`config.mk`:
```
export PLATFORM = sky130hd
export DESIGN_NAME = bctc_parse
export DESIGN_NICKNAME = d
export VERILOG_FILES = /design/src/bctc_pkg.sv /design/src/bctc_parse.sv
export SDC_FILE = /design/constraint.sdc
export NUM_CORES = 1
export LEC_CHECK = 0
export ABC_AREA = 1
export BUFFER_PORTS_ARGS = -buffer_cell sky130_fd_sc_hd__buf_2
export CAP_MARGIN = 20
export CORE_MARGIN = 5
export CORE_UTILIZATION = 39
export DETAILED_ROUTE_END_ITERATION = 7
export GPL_TIMING_DRIVEN = 0
export SYNTH_ARGS = -nofsm -noshare
export SYNTH_HDL_FRONTEND = slang
export SYNTH_SLANG_ARGS = --single-unit
```
`constraint.sdc`:
```
create_clock -name clk_i -period 6.29 [get_ports clk_i]
set_input_delay 1.258 -clock clk_i [delete_from_list [all_inputs] [get_ports clk_i]]
set_output_delay 1.258 -clock clk_i [all_outputs]
set_load 0.01 [all_outputs]
```
`src/bctc_pkg.sv`:
```
// shared types and constants for the config token checker
`default_nettype none

package bctc_pkg;

  localparam int unsigned LevelW = 5;
  localparam logic [LevelW-1:0] MAX_DEPTH = 5'd16;
  localparam logic [LevelW-1:0] DEPTH_LIMIT_RST = 5'd16;

  localparam int unsigned PaddrW = 2;
  localparam int unsigned PdataW = 32;

  typedef enum logic [2:0] {
    KIND_ID    = 3'd0,
    KIND_STR   = 3'd1,
    KIND_SEMI  = 3'd2,
    KIND_OPEN  = 3'd3,
    KIND_CLOSE = 3'd4,
    KIND_EOF   = 3'd5
  } token_kind_e;

  typedef enum logic [3:0] {
    ROLE_DIRECTIVE = 4'd0,
    ROLE_ARG       = 4'd1,
    ROLE_MAP_WORD  = 4'd2,
    ROLE_MAP_KEY   = 4'd3,
    ROLE_MAP_VAL   = 4'd4,
    ROLE_INC_WORD  = 4'd5,
    ROLE_INC_TGT   = 4'd6,
    ROLE_OPEN      = 4'd7,
    ROLE_CLOSE     = 4'd8,
    ROLE_SEMI      = 4'd9,
    ROLE_END       = 4'd10
  } role_e;

  typedef enum logic [1:0] {
    ST_OK       = 2'd0,
    ST_SYNTAX   = 2'd1,
    ST_OVERFLOW = 2'd2,
    ST_IGNORED  = 2'd3
  } status_e;

  typedef struct packed {
    logic [2:0] kind;
    logic       map_word;
    logic       inc_word;
  } token_t;

  typedef struct packed {
    role_e             role;
    logic [LevelW-1:0] depth;
    status_e           status;
    logic              finished;
  } result_t;

endpackage

`default_nettype wire

```
`src/bctc_parse.sv`:
```
// grammar state machine: phase, nesting level and halt state
`default_nettype none

module bctc_parse (
  input  wire logic                        clk_i,
  input  wire logic                        rst_ni,
  input  wire logic                        adv_i,
  input  wire bctc_pkg::token_t            token_i,
  input  wire logic [bctc_pkg::LevelW-1:0] depth_limit_i,
  output bctc_pkg::result_t                result_o
);

  typedef enum logic [3:0] {
    PH_CMD      = 4'd0,
    PH_ARGS     = 4'd1,
    PH_MAP_NAME = 4'd2,
    PH_MAP_ID   = 4'd3,
    PH_MAP_OPEN = 4'd4,
    PH_MAP_KEY  = 4'd5,
    PH_MAP_VAL  = 4'd6,
    PH_MAP_SEMI = 4'd7,
    PH_MAP_MORE = 4'd8,
    PH_INC_TGT  = 4'd9,
    PH_INC_SEMI = 4'd10
  } phase_e;

  typedef enum logic [1:0] {
    H_RUN = 2'd0,
    H_FIN = 2'd1,
    H_ERR = 2'd2
  } halt_e;

  phase_e                      phase_q, phase_d;
  halt_e                       halt_q, halt_d;
  logic [bctc_pkg::LevelW-1:0] level_q, level_d;
  logic [bctc_pkg::LevelW-1:0] eff_limit;
  logic                        word, is_id, is_semi, is_open, is_close, is_eof;
  logic                        err, at_limit;
  bctc_pkg::role_e             role;
  bctc_pkg::status_e           status;

  assign eff_limit = (depth_limit_i > bctc_pkg::MAX_DEPTH) ? bctc_pkg::MAX_DEPTH
                                                           : depth_limit_i;
  assign at_limit  = (level_q >= eff_limit);

  assign is_id    = (token_i.kind == bctc_pkg::KIND_ID);
  assign word     = is_id || (token_i.kind == bctc_pkg::KIND_STR);
  assign is_semi  = (token_i.kind == bctc_pkg::KIND_SEMI);
  assign is_open  = (token_i.kind == bctc_pkg::KIND_OPEN);
  assign is_close = (token_i.kind == bctc_pkg::KIND_CLOSE);
  assign is_eof   = (token_i.kind == bctc_pkg::KIND_EOF);

  always_comb begin
    phase_d = phase_q;
    level_d = level_q;
    halt_d  = halt_q;
    role    = bctc_pkg::ROLE_DIRECTIVE;
    status  = bctc_pkg::ST_OK;
    err     = 1'b0;
    if (halt_q != H_RUN) begin
      status = bctc_pkg::ST_IGNORED;
    end else begin
      case (phase_q)
        PH_CMD: begin
          if (is_id) begin
            if (token_i.map_word) begin
              role    = bctc_pkg::ROLE_MAP_WORD;
              phase_d = PH_MAP_NAME;
            end else if (token_i.inc_word) begin
              role    = bctc_pkg::ROLE_INC_WORD;
              phase_d = PH_INC_TGT;
            end else begin
              role    = bctc_pkg::ROLE_DIRECTIVE;
              phase_d = PH_ARGS;
            end
          end else if (is_close && (level_q != '0)) begin
            role    = bctc_pkg::ROLE_CLOSE;
            level_d = level_q - 1'b1;
          end else if (is_eof && (level_q == '0)) begin
            role   = bctc_pkg::ROLE_END;
            halt_d = H_FIN;
          end else begin
            err = 1'b1;
          end
        end
        PH_ARGS: begin
          if (word) begin
            role = bctc_pkg::ROLE_ARG;
          end else if (is_semi) begin
            role    = bctc_pkg::ROLE_SEMI;
            phase_d = PH_CMD;
          end else if (is_open) begin
            role = bctc_pkg::ROLE_OPEN;
            if (at_limit) begin
              status = bctc_pkg::ST_OVERFLOW;
              halt_d = H_ERR;
            end else begin
              level_d = level_q + 1'b1;
              phase_d = PH_CMD;
            end
          end else begin
            err = 1'b1;
          end
        end
        PH_MAP_NAME: begin
          if (word) begin
            role    = bctc_pkg::ROLE_ARG;
            phase_d = PH_MAP_ID;
          end else begin
            err = 1'b1;
          end
        end
        PH_MAP_ID: begin
          if (is_id) begin
            role    = bctc_pkg::ROLE_ARG;
            phase_d = PH_MAP_OPEN;
          end else begin
            err = 1'b1;
          end
        end
        PH_MAP_OPEN: begin
          if (is_open) begin
            role = bctc_pkg::ROLE_OPEN;
            if (at_limit) begin
              status = bctc_pkg::ST_OVERFLOW;
              halt_d = H_ERR;
            end else begin
              level_d = level_q + 1'b1;
              phase_d = PH_MAP_KEY;
            end
          end else begin
            err = 1'b1;
          end
        end
        PH_MAP_KEY: begin
          if (word) begin
            role    = bctc_pkg::ROLE_MAP_KEY;
            phase_d = PH_MAP_VAL;
          end else begin
            err = 1'b1;
          end
        end
        PH_MAP_VAL: begin
          if (word) begin
            role    = bctc_pkg::ROLE_MAP_VAL;
            phase_d = PH_MAP_SEMI;
          end else begin
            err = 1'b1;
          end
        end
        PH_MAP_SEMI: begin
          if (is_semi) begin
            role    = bctc_pkg::ROLE_SEMI;
            phase_d = PH_MAP_MORE;
          end else begin
            err = 1'b1;
          end
        end
        PH_MAP_MORE: begin
          if (word) begin
            role    = bctc_pkg::ROLE_MAP_KEY;
            phase_d = PH_MAP_VAL;
          end else if (is_close && (level_q != '0)) begin
            role    = bctc_pkg::ROLE_CLOSE;
            level_d = level_q - 1'b1;
            phase_d = PH_CMD;
          end else begin
            err = 1'b1;
          end
        end
        PH_INC_TGT: begin
          if (word) begin
            role    = bctc_pkg::ROLE_INC_TGT;
            phase_d = PH_INC_SEMI;
          end else begin
            err = 1'b1;
          end
        end
        PH_INC_SEMI: begin
          if (is_semi) begin
            role    = bctc_pkg::ROLE_SEMI;
            phase_d = PH_CMD;
          end else begin
            err = 1'b1;
          end
        end
        default: begin
          err = 1'b1;
        end
      endcase
      // any syntax error wipes the role and halts until reset
      if (err) begin
        role    = bctc_pkg::ROLE_DIRECTIVE;
        status  = bctc_pkg::ST_SYNTAX;
        halt_d  = H_ERR;
        phase_d = phase_q;
        level_d = level_q;
      end
    end
  end

  always_ff @(posedge clk_i or negedge rst_ni) begin
    if (!rst_ni) begin
      phase_q <= PH_CMD;
      level_q <= '0;
      halt_q  <= H_RUN;
    end else if (adv_i) begin
      phase_q <= phase_d;
      level_q <= level_d;
      halt_q  <= halt_d;
    end
  end

  assign result_o.role     = role;
  assign result_o.depth    = level_d;
  assign result_o.status   = status;
  assign result_o.finished = (halt_d == H_FIN);

endmodule

`default_nettype wire

```
Word level (Yosys, flattened, before mapping)
Index checks and enable logic that the tools add are counted.

word-level totals
  bits of input ports = 13
  flip-flop bits (word level) = 11
  word-level logic and storage cells = 130

operators by class
  magnitude comparators = 2
  reductions and logical operators = 12
  multiplexer cells = 79
  bitwise operators = 2
  $add $sub $neg = 2
  equality and inequality tests = 30

operator list
  operator             count
  $mux 4               28
  $mux 5               10
  $pmux 4 s11          1
  $pmux 4 s10          1
  $mux 2               16
  $ne 2x2->1 const B   11
  $pmux 5 s4           1
  $reduce_and 18->1    1
  $eq 4x3->1 const B   4
  $mux 3               5
  $mux 1               14
  $eq 4x4->1 const B   3
  $reduce_bool 11->1   1
  $ne 3x3->1 const B   3
  $eq 4x2->1 const B   2
  $pmux 1 s7           1
  $eq 3x2->1 const B   2
  $eq 3x3->1 const B   2
  $pmux 2 s3           1
  $add 5x1->5 const B  1
  $ge 5x5->1           1
  $gt 5x5->1 const B   1
  $logic_not 5->1      1
  $reduce_bool 5->1    1
  13 further kinds     15

Logic depth before layout (Yosys ltp)
  word-level depth = 11
  depth in mapped cells = 18
  depth with buffers taken out = 18

Worst setup path after synthesis
No wires, ideal clock.

  kind = input to output
  start = input port depth_limit_i[4] (netlist name)
  end = output port result_o[6] (netlist name)
  path slack = 2307 ps
  data arrival time = 2725 ps
  stages = 14
  buffers on the path = 0
  cells stage by stage = inv_1 nand2_1 ha_1 nand2_1 nand2_1 nand2_1 nand2_1 inv_1 nand2_1 nor2_1 nand2_1 nand2_1 nand3b_1 a21boi_0

RTL lines
  element             line              RTL
  start: declaration  bctc_parse.sv:9   input wire logic [bctc_pkg::LevelW-1:0] depth_limit_i,
  end: declaration    bctc_parse.sv:10  output bctc_pkg::result_t result_o

==> results.rst <==
.. list-table::
   :header-rows: 1

   * - Metric
     - Value
   * - Total met3 wirelength after detailed routing
     - 242 µm
   * - Global-route wire length before repair
     - 7530 µm
   * - First-pass iteration count of the detailed router
     - 5
   * - Die Span X
     - 73.7 µm
   * - Clk buf depth
     - 2
   * - Power density relative to cell area
     - 138 nW/µm²
   * - Post-detailed-route DRC marker count
     - 0
   * - Mapped Nets
     - 304
   * - Sequential area share after synthesis
     - 17.4%
   * - Number of standard-cell rows in the floorplan
     - 23
   * - Vias per inst
     - 5.02
   * - F_max
     - 223 MHz
   * - Result of the run
     - finished clean
   * - Final count of negative-setup-slack endpoints
     - 0
   * - Number of antenna cells inserted
     - 0
   * - Number of cells on the worst hold path
     - 2
   * - Floorplan die area
     - 5430 µm²
   * - Worst setup SP type
     - input pin
   * - Hold Fails Final Rpt
     - 0
   * - Number of clock sinks
     - 11
   * - Quantity of gates resized following cts
     - 0
   * - Worst hold slack
     - 0.488 ns
   * - Worst-skew pair later-pin latency
     - 0.23 ns
   * - Met2 routed wirelength
     - 2180 µm
   * - FF/Latch Area
     - 275 µm²
   * - Unrepaired setup endpoints after global routing
     - no
   * - Number of max-slew violations in the final report
     - 0
   * - Cts-stage hold buffer count
     - 0
   * - Antenna violations before repair
     - 0
   * - Global Route Usage Sum
     - 17.4%
   * - Maximum clock skew at final layout
     - 0.000226 ns
   * - Part of the power in combinational logic
     - 38.7%
   * - ANT nets after route
     - 0
   * - Number of clock buffers inserted by TritonCTS
     - 3
   * - Setup Total Neg Slack
     - 0 ns
   * - Seq cells post-synth
     - 11
   * - Gate Count Post-Synth
     - 284
   * - Final wirelength
     - 4440 µm
   * - Proportion of register bits with asynchronous set or reset after synthesis
     - 100%
   * - Vertical die dimension
     - 73.7 µm
   * - Class of the worst hold path
     - reg -> reg
   * - Largest net degree at the start of global routing
     - 12
   * - Count of vias placed by the detailed router
     - 1818
   * - Number of synthesized flops with an enable pin
     - 0
   * - Area of the multi-input gates
     - 1150 µm²
   * - Top routing layer in use
     - met4
   * - Pre-CTS setup slack
     - 1.78 ns
   * - Setup bufs post-CTS
     - 0
   * - Cell area after technology mapping
     - 1580 µm²
   * - Sequential power share
     - 34.2%
   * - Area growth from synthesis to final layout
     - 14.4%
   * - Crit end category
     - primary output
   * - Maxcap violations
     - 0
   * - Final net count
     - 333
   * - Setup slack after layout
     - 1.81 ns
   * - Share of power burned in the clock network
     - 27.1%
   * - Synthesis warning total
     - 0
   * - Final RePlAce weighted congestion
     - 0.869
   * - Routed length per placed instance
     - 12.3 µm
   * - Transition time at the pin with the least slew margin
     - 0.503 ns
   * - Worst slew margin relative to its limit
     - 66.4%
   * - Start-to-end type of the worst setup path
     - in -> out
   * - Internal Pwr Total
     - 0.155 mW
   * - Final min period
     - 4.48 ns
   * - Cell leakage power
     - 0.999 nW
   * - DRC marker count from the first detailed-route iteration
     - 95
   * - Final HPWL from detailed placement
     - 3750 µm
   * - Startpoint of the worst register-to-register path
     - level_q[0]
   * - Final-layout fill cell count
     - 464
   * - Layout cell share with drive strength beyond 1
     - 14.1%
   * - Switching power as a share of total power
     - 38.0%
   * - Remaining global-route overflow
     - 0
   * - Initial Utilization
     - 39.8%
   * - Clock slew at reported path FFs
     - 0.05 ns
   * - Placeable Area
     - 3970 µm²
   * - Number of buffers added on ports
     - 24
   * - Number of global-route vias before repair
     - 1652
   * - Maximum fanout along the worst path
     - 5
   * - Average instance area after synthesis
     - 5.57 µm²
   * - CTS Root Buffer Type
     - clkbuf_8
   * - Leading register cell type out of synthesis
     - dfrtp_1
   * - Power spent charging and discharging nets
     - 0.0949 mW
   * - CP required
     - 5.03 ns
   * - Critical Path Start
     - depth_limit_i[4]
   * - Met1 layer wirelength in the final routing
     - 1950 µm
   * - CP arrival
     - 3.22 ns
   * - # IOs
     - 25
   * - Count of H-tree levels built during CTS
     - 1
   * - Share of the cycle needed by the critical path after routing
     - 71.3%
   * - Hold Path Origin
     - halt_q[1]
   * - Maximum VDD drop
     - 0.124 mV
   * - TritonCTS clock tree
     - yes
   * - Worst reg-to-reg path cell count
     - 12
   * - Count of distinct cell types in the synthesized netlist
     - 32
==> synthesized netlist by cell type (3+ instances only) <==
master | n | share of area, %
inv_2 | 4 | 0.95
o21ai_1 | 4 | 1.3
nor2_4 | 3 | 2.1
dfrtp_1 | 11 | 17
o21ai_0 | 14 | 4.4
ha_1 | 7 | 5.5
inv_1 | 38 | 9.0
nand2_1 | 101 | 24
nor2_1 | 37 | 8.8
a21boi_0 | 3 | 1.4
nand3_1 | 29 | 9.2
nor2_2 | 3 | 1.2
a21oi_1 | 7 | 2.2
==> sequential cells by signal, indices dropped and copies added, names as in the netlist <==
signal	cells
level_q	5
phase_q	4
halt_q	2
==> logic make-up (layout without fill, tap and decap cells) <==
| logic type | count (synthesis) | count (layout) | share of synthesized area (%) |
|---|---|---|---|
| simple gates | 185 | 185 | 52.2 |
| xor+xnor | 3 | 3 | 1.66 |
| buf+inv | 42 | 70 | 9.97 |
| compound gates | 36 | 36 | 13.2 |
| flops | 11 | 11 | 17.4 |
| fa+ha+maj | 7 | 7 | 5.54 |
==> cell type report <==
type	count	share of cell area, %
sequential	11	15.2
timing repair buffer	24	6.64
clock buffer	4	2.49
inverter	42	8.71
tap	50	3.46
multi-input combinational	231	63.5
==> through the flow <==
| step | cells | utilization (%) | area, µm² | power (mW) |
|---|---|---|---|---|
| 6_report | 362 | 45.6 | 1810 | 0.250 |
| 5_1_grt | 362 | 45.6 | 1810 | 0.271 |
| 4_1_cts | 362 | 45.6 | 1810 | 0.253 |
| 3_5_place_dp | 358 | 44.4 | 1760 | 0.183 |
| 3_3_place_gp | 358 | 44.4 | 1760 | 0.182 |
| 2_1_floorplan | 284 | - | 1580 | 0.153 |
==> power groups by stage <==
stage	Combinational, mW	Clock [mW]	Sequential [mW]
final	0.0966	0.0678	0.0854
after floorplan	0.0705	0	0.0829
after global routing	0.111	0.0733	0.0863
after global placement	0.0956	0	0.0866
after CTS	0.0974	0.0698	0.0854
after detailed placement	0.0969	0	0.0865
==> final timing paths <==
kind | endpoint | slack (ns)
max | result_o[4] | 1.81
min | halt_q[1] | 0.49
max reg2reg | level_q[1] | 3.92
min reg2reg | halt_q[1] | 0.49
max in group asynchronous | level_q[1] | 5.20
min in group asynchronous | phase_q[0] | 0.89
==> layout by cell type, fill, tap and decap left out <==
master     instances
o21ai_0           14
inv_2              4
nand2_4            1
o22ai_1            1
a2111oi_0          2
o21ai_1            4
nor2_1            37
xor2_1             2
nor2_2             3
o21ai_2            1
xnor2_1            1
nand2_2            1
nand4_1            1
or2_1              1
buf_2             24
nor2b_1            1
nand3_1           29
ha_1               7
clkbuf_1           1
nand3_2            1
a31oi_1            1
o21bai_1           1
inv_1             38
a21oi_1            7
dfrtp_1           11
nand2_1          101
nor3_4             1
nand3_4            1
nor2_4             3
nand4_2            1
o211ai_1           2
nor3_1             2
nand3b_1           1
a21boi_0           3
clkbuf_8           3
==> critical path, stage by stage <==
cell and delay (ns):
buf_2 0.10, inv_1 0.10, nand2_1 0.07, ha_1 0.27
nand2_1 0.08, nor2_1 0.04, o21ai_0 0.12, nand2_1 0.16
nor2_1 0.28, nand2_1 0.12, nand3_1 0.10, nand2_1 0.05
nor2_1 0.17, nand2_1 0.09, nand2_1 0.06, inv_1 0.03
buf_2 0.12
==> routing by layer <==
| metal | up-vias | track usage (%) |
|---|---|---|
| met4 | 0 | 3.22 |
| met3 | 4 | 2.46 |
| li1 | 963 | - |
| met1 | 802 | 22.9 |
| met5 | - | 0 |
| met2 | 49 | 30.3 |
(Power assumes the default switching activity.)
